File: src/rtl/pdtc_pkg.sv
// Shared constants, register codes and types of the PID drive and turn controller.
package pdtc_pkg;

  localparam int SENSOR_WIDTH_DEF   = 16;
  localparam int INTEGRAL_WIDTH_DEF = 32;

  localparam int TARGET_W   = 15;
  localparam int GAIN_W     = 16;
  localparam int LIMIT_W    = 7;
  localparam int DIR_W      = 2;
  localparam int TICK_W     = 16;
  localparam int POWER_W    = 8;
  localparam int CFG_IDX_W  = 3;
  localparam int CFG_DATA_W = 16;

  // Q8.8 gains: the weighted sum carries eight fraction bits.
  localparam int FRAC_BITS = 8;

  // In turn mode the integral term only counts while the error is below this.
  localparam int I_GATE_LIMIT = 5;

  localparam logic [LIMIT_W-1:0] LIMIT_RESET = 7'd90;
  localparam logic [DIR_W-1:0]   DIR_FORWARD = 2'b01;
  localparam logic [DIR_W-1:0]   DIR_NONE    = 2'b00;

  typedef enum logic [CFG_IDX_W-1:0] {
    REG_TARGET    = 3'd0,
    REG_GAIN_P    = 3'd1,
    REG_GAIN_I    = 3'd2,
    REG_GAIN_D    = 3'd3,
    REG_LIMIT     = 3'd4,
    REG_DIRECTION = 3'd5,
    REG_TURN_MODE = 3'd6,
    REG_TIMEOUT   = 3'd7
  } cfg_reg_t;

  // Per-tick flags from the error tracker.
  typedef struct packed {
    logic active;   // tick count below timeout, outputs are computed
    logic i_gate;   // integral term is used on this tick
  } trk_flags_t;

endpackage

File: src/rtl/pdtc_err_trk.sv
// Error tracker: measured value, error, derivative, saturating integral and tick count.
module pdtc_err_trk
  import pdtc_pkg::*;
#(
  parameter int SENSOR_WIDTH   = SENSOR_WIDTH_DEF,
  parameter int INTEGRAL_WIDTH = INTEGRAL_WIDTH_DEF,
  localparam int EW = ((SENSOR_WIDTH > TARGET_W) ? SENSOR_WIDTH : TARGET_W) + 1,
  localparam int DW = EW + 1
) (
  input  logic                             clk,
  input  logic                             rst_n,
  input  logic                             step,
  input  logic                             start,
  input  logic signed [SENSOR_WIDTH-1:0]   sensor_a,
  input  logic signed [SENSOR_WIDTH-1:0]   sensor_b,
  input  logic        [TARGET_W-1:0]       target,
  input  logic                             turn_mode,
  input  logic        [TICK_W-1:0]         timeout_ticks,
  output trk_flags_t                       flags,
  output logic signed [EW-1:0]             err,
  output logic signed [DW-1:0]             diff,
  output logic signed [INTEGRAL_WIDTH-1:0] sum
);

  localparam int SUMW = ((INTEGRAL_WIDTH > EW) ? INTEGRAL_WIDTH : EW) + 1;
  localparam logic signed [SUMW-1:0] SAT_HI = (SUMW'(1) <<< (INTEGRAL_WIDTH - 1)) - SUMW'(1);
  localparam logic signed [SUMW-1:0] SAT_LO = -SAT_HI - SUMW'(1);

  logic signed [EW-1:0]             prev_err_r, prev_err_nxt, prev_eff;
  logic signed [INTEGRAL_WIDTH-1:0] integ_r, integ_nxt, integ_eff;
  logic        [TICK_W-1:0]         tick_r, tick_nxt, tick_eff;

  logic [SENSOR_WIDTH-1:0] abs_a, abs_b, meas;
  logic [SENSOR_WIDTH:0]   meas_sum;
  logic signed [SUMW-1:0]  sum_full;

  always_comb begin
    abs_a    = sensor_a[SENSOR_WIDTH-1] ? $unsigned(-sensor_a) : $unsigned(sensor_a);
    abs_b    = sensor_b[SENSOR_WIDTH-1] ? $unsigned(-sensor_b) : $unsigned(sensor_b);
    meas_sum = {1'b0, abs_a} + {1'b0, abs_b};
    meas     = turn_mode ? abs_a : meas_sum[SENSOR_WIDTH:1];
    err      = $signed(EW'(target)) - $signed(EW'(meas));

    // A start request wipes the history before this tick is used.
    prev_eff  = start ? '0 : prev_err_r;
    integ_eff = start ? '0 : integ_r;
    tick_eff  = start ? '0 : tick_r;

    diff     = DW'(err) - DW'(prev_eff);
    sum_full = SUMW'(integ_eff) + SUMW'(err);
    if (sum_full > SAT_HI) begin
      sum = INTEGRAL_WIDTH'(SAT_HI);
    end else if (sum_full < SAT_LO) begin
      sum = INTEGRAL_WIDTH'(SAT_LO);
    end else begin
      sum = INTEGRAL_WIDTH'(sum_full);
    end

    flags.active = (tick_eff < timeout_ticks);
    flags.i_gate = !turn_mode || (err < $signed(EW'(I_GATE_LIMIT)));

    if (flags.active) begin
      prev_err_nxt = err;
      integ_nxt    = sum;
      tick_nxt     = tick_eff + TICK_W'(1);
    end else begin
      prev_err_nxt = prev_eff;
      integ_nxt    = integ_eff;
      tick_nxt     = tick_eff;
    end
  end

  always_ff @(posedge clk) begin
    if (!rst_n) begin
      prev_err_r <= '0;
      integ_r    <= '0;
      tick_r     <= '0;
    end else if (step) begin
      prev_err_r <= prev_err_nxt;
      integ_r    <= integ_nxt;
      tick_r     <= tick_nxt;
    end
  end

endmodule

File: src/rtl/pid_drive_and_turn_controller_unit.sv
// Top level of the PID drive and turn controller: config registers and the tick pipeline.
// An accepted request passes the input register, error stage, product stage and output
// register before its result shows on out_tvalid.
// Throughput: one request per cycle; in_tready drops only when the output register
// is full and not taken and every stage behind it holds a request.
// Reset (rst_n low, synchronous): pipeline emptied, error history, integral, tick count
// and held powers cleared to zero, config registers back to their reset values.
module pid_drive_and_turn_controller_unit
  import pdtc_pkg::*;
#(
  parameter int SENSOR_WIDTH   = SENSOR_WIDTH_DEF,
  parameter int INTEGRAL_WIDTH = INTEGRAL_WIDTH_DEF,
  localparam int IN_TDATA_W = ((2 * SENSOR_WIDTH + 7) / 8) * 8
) (
  input  logic                  clk,
  input  logic                  rst_n,
  // Input request channel.
  input  logic                  in_tvalid,
  output logic                  in_tready,
  input  logic [IN_TDATA_W-1:0] in_tdata,   // sensor_a, sensor_b, zero padding
  input  logic                  in_tuser,   // start_req
  // Result channel.
  output logic                  out_tvalid,
  input  logic                  out_tready,
  output logic [15:0]           out_tdata,  // left_power [7:0], right_power [15:8]
  output logic                  out_tuser,  // active
  // Configuration write channel.
  input  logic                  cfg_valid,
  output logic                  cfg_ready,
  input  logic [CFG_IDX_W-1:0]  cfg_index,
  input  logic [CFG_DATA_W-1:0] cfg_data
);

  localparam int EW  = ((SENSOR_WIDTH > TARGET_W) ? SENSOR_WIDTH : TARGET_W) + 1;
  localparam int DW  = EW + 1;
  localparam int PPW = GAIN_W + EW;
  localparam int PIW = GAIN_W + INTEGRAL_WIDTH;
  localparam int PDW = GAIN_W + DW;
  localparam int MAXW = (PPW > PIW) ? ((PPW > PDW) ? PPW : PDW) : ((PIW > PDW) ? PIW : PDW);
  localparam int AW  = MAXW + 2;
  localparam logic signed [AW-1:0] ROUND_ADD = (AW'(1) <<< FRAC_BITS) - AW'(1);

  // ---------------------------------------------------------------------------
  // Configuration registers. Writes are taken every cycle; the user must issue them only
  // while the pipeline is idle, unchecked by the block, so stages read them directly.
  // ---------------------------------------------------------------------------
  logic        [TARGET_W-1:0] target_r;
  logic signed [GAIN_W-1:0]   gain_p_r, gain_i_r, gain_d_r;
  logic        [LIMIT_W-1:0]  limit_r;
  logic        [DIR_W-1:0]    dir_r;
  logic                       turn_r;
  logic        [TICK_W-1:0]   timeout_r;

  assign cfg_ready = 1'b1;

  always_ff @(posedge clk) begin
    if (!rst_n) begin
      target_r  <= '0;
      gain_p_r  <= '0;
      gain_i_r  <= '0;
      gain_d_r  <= '0;
      limit_r   <= LIMIT_RESET;
      dir_r     <= DIR_FORWARD;
      turn_r    <= 1'b0;
      timeout_r <= '0;
    end else if (cfg_valid && cfg_ready) begin
      case (cfg_reg_t'(cfg_index))
        REG_TARGET:    target_r  <= cfg_data[TARGET_W-1:0];
        REG_GAIN_P:    gain_p_r  <= $signed(cfg_data[GAIN_W-1:0]);
        REG_GAIN_I:    gain_i_r  <= $signed(cfg_data[GAIN_W-1:0]);
        REG_GAIN_D:    gain_d_r  <= $signed(cfg_data[GAIN_W-1:0]);
        REG_LIMIT:     limit_r   <= cfg_data[LIMIT_W-1:0];
        REG_DIRECTION: dir_r     <= cfg_data[DIR_W-1:0];
        REG_TURN_MODE: turn_r    <= cfg_data[0];
        REG_TIMEOUT:   timeout_r <= cfg_data[TICK_W-1:0];
        default: ;
      endcase
    end
  end

  // ---------------------------------------------------------------------------
  // Pipeline flow control. Each stage loads when it is empty or when the stage
  // ahead of it moves, so bubbles close up and a waiting result does not stop
  // new requests from entering behind it.
  // ---------------------------------------------------------------------------
  logic v0_r, v1_r, v2_r, vo_r;
  logic en0, en1, en2, eno;

  assign eno = !vo_r || out_tready;
  assign en2 = !v2_r || eno;
  assign en1 = !v1_r || en2;
  assign en0 = !v0_r || en1;
  assign in_tready = en0;

  always_ff @(posedge clk) begin
    if (!rst_n) begin
      v0_r <= 1'b0;
      v1_r <= 1'b0;
      v2_r <= 1'b0;
      vo_r <= 1'b0;
    end else begin
      if (en0) v0_r <= in_tvalid;
      if (en1) v1_r <= v0_r;
      if (en2) v2_r <= v1_r;
      if (eno) vo_r <= v2_r;
    end
  end

  // Stage 0: input register.
  logic                           start0_r;
  logic signed [SENSOR_WIDTH-1:0] a0_r, b0_r;

  always_ff @(posedge clk) begin
    if (en0) begin
      start0_r <= in_tuser;
      a0_r     <= $signed(in_tdata[SENSOR_WIDTH-1:0]);
      b0_r     <= $signed(in_tdata[2*SENSOR_WIDTH-1:SENSOR_WIDTH]);
    end
  end

  // Stage 1: error, derivative and integral. The tracker's history advances
  // exactly when a request leaves the input register, which keeps the
  // tick-to-tick dependence inside this stage.
  trk_flags_t                       trk_flags, flags1_r;
  logic signed [EW-1:0]             trk_err, err1_r;
  logic signed [DW-1:0]             trk_diff, diff1_r;
  logic signed [INTEGRAL_WIDTH-1:0] trk_sum, sum1_r;

  pdtc_err_trk #(
    .SENSOR_WIDTH   (SENSOR_WIDTH),
    .INTEGRAL_WIDTH (INTEGRAL_WIDTH)
  ) u_err_trk (
    .clk           (clk),
    .rst_n         (rst_n),
    .step          (en1 && v0_r),
    .start         (start0_r),
    .sensor_a      (a0_r),
    .sensor_b      (b0_r),
    .target        (target_r),
    .turn_mode     (turn_r),
    .timeout_ticks (timeout_r),
    .flags         (trk_flags),
    .err           (trk_err),
    .diff          (trk_diff),
    .sum           (trk_sum)
  );

  always_ff @(posedge clk) begin
    if (en1) begin
      flags1_r <= trk_flags;
      err1_r   <= trk_err;
      diff1_r  <= trk_diff;
      sum1_r   <= trk_sum;
    end
  end

  // Stage 2: the three gain products, each registered. The integral product
  // is forced to zero when the turn-mode gate is closed.
  logic signed [PPW-1:0] pp2_r, pp2_nxt;
  logic signed [PIW-1:0] pi2_r, pi2_nxt;
  logic signed [PDW-1:0] pd2_r, pd2_nxt;
  logic                  act2_r;

  always_comb begin
    pp2_nxt = PPW'(gain_p_r) * PPW'(err1_r);
    pi2_nxt = flags1_r.i_gate ? (PIW'(gain_i_r) * PIW'(sum1_r)) : '0;
    pd2_nxt = PDW'(gain_d_r) * PDW'(diff1_r);
  end

  always_ff @(posedge clk) begin
    if (en2) begin
      pp2_r  <= pp2_nxt;
      pi2_r  <= pi2_nxt;
      pd2_r  <= pd2_nxt;
      act2_r <= flags1_r.active;
    end
  end

  // Output stage: sum, drop the Q8.8 fraction toward zero, clamp, then apply
  // the direction and the turn-mode mirror.
  logic signed [AW-1:0]      acc, acc_q, lim_pos, clamped;
  logic signed [POWER_W-1:0] power, left_nxt, right_nxt;
  logic signed [POWER_W-1:0] left_r, right_r;
  logic                      active_r;

  always_comb begin
    acc     = AW'(pp2_r) + AW'(pi2_r) + AW'(pd2_r);
    acc_q   = acc[AW-1] ? ((acc + ROUND_ADD) >>> FRAC_BITS) : (acc >>> FRAC_BITS);
    lim_pos = $signed(AW'(limit_r));
    if (acc_q > lim_pos) begin
      clamped = lim_pos;
    end else if (acc_q < -lim_pos) begin
      clamped = -lim_pos;
    end else begin
      clamped = acc_q;
    end
    power = POWER_W'(clamped);

    // Any negative direction code reverses; zero silences both sides.
    if (dir_r[DIR_W-1]) begin
      left_nxt = -power;
    end else if (dir_r == DIR_NONE) begin
      left_nxt = '0;
    end else begin
      left_nxt = power;
    end
    right_nxt = turn_r ? -left_nxt : left_nxt;
  end

  // The power registers double as the held outputs: a timed-out tick leaves
  // them as they are, so it repeats the last computed command.
  always_ff @(posedge clk) begin
    if (!rst_n) begin
      left_r   <= '0;
      right_r  <= '0;
      active_r <= 1'b0;
    end else if (eno && v2_r) begin
      active_r <= act2_r;
      if (act2_r) begin
        left_r  <= left_nxt;
        right_r <= right_nxt;
      end
    end
  end

  assign out_tvalid = vo_r;
  assign out_tdata  = {right_r, left_r};
  assign out_tuser  = active_r;

endmodule

File: config.mk
export PLATFORM = sky130hd
export DESIGN_NAME = pid_drive_and_turn_controller_unit
export DESIGN_NICKNAME = d
export VERILOG_FILES = /design/src/rtl/pdtc_pkg.sv /design/src/rtl/pdtc_err_trk.sv /design/src/rtl/pid_drive_and_turn_controller_unit.sv
export SDC_FILE = /design/constraint.sdc
export NUM_CORES = 2
export LEC_CHECK = 0
export BUFFER_PORTS_ARGS = -buffer_cell sky130_fd_sc_hd__buf_2
export CAP_MARGIN = 40
export CORE_UTILIZATION = 55
export CTS_CLUSTER_SIZE = 28
export DETAILED_ROUTE_END_ITERATION = 12
export GPL_ROUTABILITY_DRIVEN = 0
export PLACE_DENSITY = 0.81
export SLEW_MARGIN = 20
export SYNTH_ARGS = -nofsm -noshare
export SYNTH_HDL_FRONTEND = slang
export SYNTH_SLANG_ARGS = --single-unit
File: constraint.sdc
create_clock -name clk -period 22.4 [get_ports clk]
set_input_delay 4.48 -clock clk [delete_from_list [all_inputs] [get_ports clk]]
set_output_delay 4.48 -clock clk [all_outputs]
set_load 0.005 [all_outputs]
==> results.yml <==
placed_design:
  dp_cells: 8293
  dp_slack_ns: 11.78
  port_buffers: 75
  dp_hpwl_um: 124000
  place_area_mm2: 0.0652
job:
  max_cap_viol_count: 0
run_status:
  status: "completed"
sta:
  setup_ws_ns: 11.68
  fin_crit_sh: 0.479
  final.setup.tns_ns: 0
  fmax_mhz: 93.3
  finalSetupViolCount: 0
  worst_pin_slew_ns: 0.935
  min_period_ns: 10.72
  hold_viol_final: 0
  rsz0062_at_grt: "false"
  fin_worst_skew_ns: 0.0468
  relSlewSlack: 0.368
  slew_violations: 0
clock_network:
  cts_buffers: 44
  postCtsHoldBufs: 0
  cts-resized-gates: 0
  path_clk_slew_ns: 0.06
  postCtsSetupBuffers: 0
  cts-root-buf: "clkbuf_16"
  tritoncts: "done"
  clk-insertion-delay-late_ns: 0.62
  cts_sinks: 392
  cts_buffer_depth: 3
  cts_htree_levels: 2
die:
  die_w_um: 341
  coreArea_mm2: 0.114
  dieArea_mm2: 0.117
  die_h_um: 341
  io_pins: 77
  initial_core_util: 0.554
  row_count: 124
routing:
  drc: 0
  vias: 47500
  drt_iter0_markers: 4020
  wl_per_cell_um: 18.7
  antenna_left: 0
  firstDrtPassIters: 6
  wirelength_um: 157000
  viasPerCell: 5.66
power_and_ir_drop:
  peakVddDrop_mv: 0.0981
  total_power_mw: 6.43
  leakagePower_nw: 29.4
  power.density_mw_per_mm2: 96.1
setup_path:
  crit_top_cell: "buf_2"
  crit_type: "input port to output port"
  cp.required_ns: 17.92
  crit_chain: "buf_2 -> nor2b_1 -> and3_1 -> nand2_1 -> buf_4 -> buf_2"
  cp_max_fo: 34
  arrival_ns: 6.24
  ff2ff_setup_slack_ns: 12.38
  cp-start-kind: "input port"
  slowest_stage: "and3_1"
  cp-end-kind: "output port"
  cp_slowest_stage_delay_ns: 0.59
synth:
  yosys_register_bits: 392
  synth_top_area_frac: 0.349
  synth_flop_cell: "edfxtp_1"
  synthDistinctLibCells: 101
  async_reset_ff_frac: 0
  synthCells: 6902
  synthTopCellsByCount: "1240 x inv_1, 1105 x fa_1, 1014 x nand2_1"
  synthTopCellsByArea: "fa_1 35%, edfxtp_1 10%, ha_1 9.6%"
  yosysWarnings: 0
  ys_seq_area_frac: 0.158
  yosysTopAreaCell: "fa_1"
  yosysMostFrequentCell: "inv_1"
  synth_edf_count: 218
  synth_area_mm2: 0.0634
  synth_area_per_cell_um2: 9.18
  postSynthNetCount: 8550
final_layout:
  drive_above_1_share: 0.0413
  finalNonFillerCells: 8390
  final_area_mm2: 0.0669
  fillers: 9311
  syn2layout_area_growth_pct: 5.61
  final_nets: 8486
min_path:
  hp-class: "flip-flop to flip-flop"
global_routing:
  grt_pass1_vias: 49900
  grt_first_pass_wirelength_um: 257000
  overflow: 0
  grt_usage: 0.277
  grt_max_degree: 89
  antenna_found_initial: 12
==> power breakdown <==
part | total, mW | switching, mW | internal [mW]
Clock | 0.782 | 0.317 | 0.465
Combinational | 4.32 | 2.65 | 1.67
Sequential | 1.33 | 0.344 | 0.987
Total | 6.43 | 3.31 | 3.12
==> sequential cells by signal, summed over array words and instances (netlist names), 17 cells and up <==
register              count
pi2_r                    48
pd2_r                    34
pp2_r                    33
sum1_r                   32
u_err_trk.integ_r        32
diff1_r                  18
err1_r                   17
u_err_trk.prev_err_r     17
==> cells in the final DEF, fill, tap and decap left out, types with 43 or more instances in the layout <==
master     instances
nor2b_1          113
o21a_1            46
edfxtp_1         218
buf_4             65
nor3_1            75
clkbuf_16         45
nand3_1           71
and2_1           428
a21oi_1          214
xor2_1            90
a21boi_0          97
dfxtp_1          171
ha_1             486
o21bai_1          43
inv_1           1239
o21ai_0          150
xnor2_1          220
fa_1            1105
nand2_1         1013
nor2_1           241
buf_2             74
nand2b_1         104
a21o_1            88
==> worst max-delay path: cells and delay by family <==
| kind | cells | cell delay (ns) |
|---|---|---|
| buf+inv | 3 | 0.60 |
| simple gates | 3 | 1.15 |
==> final timing paths <==
check,depth (start not counted),endpoint,start
setup / recovery,6,in_tready,out_tready
hold / removal,2,u_err_trk.integ_r[20],u_err_trk.integ_r[20]
setup reg to reg,42,right_r[7],pp2_r[10]
hold reg to reg,2,u_err_trk.integ_r[20],u_err_trk.integ_r[20]
==> cells by family after synthesis <==
logic type               share of synthesized area
other                                    0.0000592
multiplexers                               0.00426
flip-flops                                   0.158
AND/OR/NAND/NOR                              0.170
buffers and inverters                       0.0902
XOR/XNOR                                    0.0433
adder cells (fa/ha/maj)                      0.447
AO/OA/AOI/OAI                               0.0869
==> final cells by class <==
cell class / instances / area (µm²) / share of cell area
Antenna cell: 4 / 10.0 / 0.000150
Clock buffer: 53 / 1160 / 0.0173
Clock inverter: 29 / 400 / 0.00598
Inverter: 1242 / 4660 / 0.0697
Multi-Input combinational cell: 5003 / 47700 / 0.712
Sequential cell: 392 / 10000 / 0.150
Tap cell: 1512 / 1890 / 0.0283
Timing Repair Buffer: 155 / 1120 / 0.0167
==> per-layer routing <==
| metal | share of wire | wire (µm) | vias up | global-route usage |
|---|---|---|---|---|
| li1 | - | - | 21500 | - |
| met1 | 0.39 | 61000 | 23500 | 0.356 |
| met2 | 0.46 | 72000 | 2102 | 0.444 |
| met3 | 0.10 | 15600 | 434 | 0.0621 |
| met4 | 0.051 | 7940 | 10 | 0.132 |
| met5 | 0.00046 | 72 | - | 0 |
==> stage by stage <==
stage | hold slack (ns) | utilization
5_1_grt | 0.462 | 0.585
3_3_place_gp | 0.425 | 0.569
3_5_place_dp | 0.434 | 0.570
4_1_cts | 0.448 | 0.584
6_report | 0.447 | 0.585
2_1_floorplan | 0.400 | -
(Power assumes the default switching activity.)
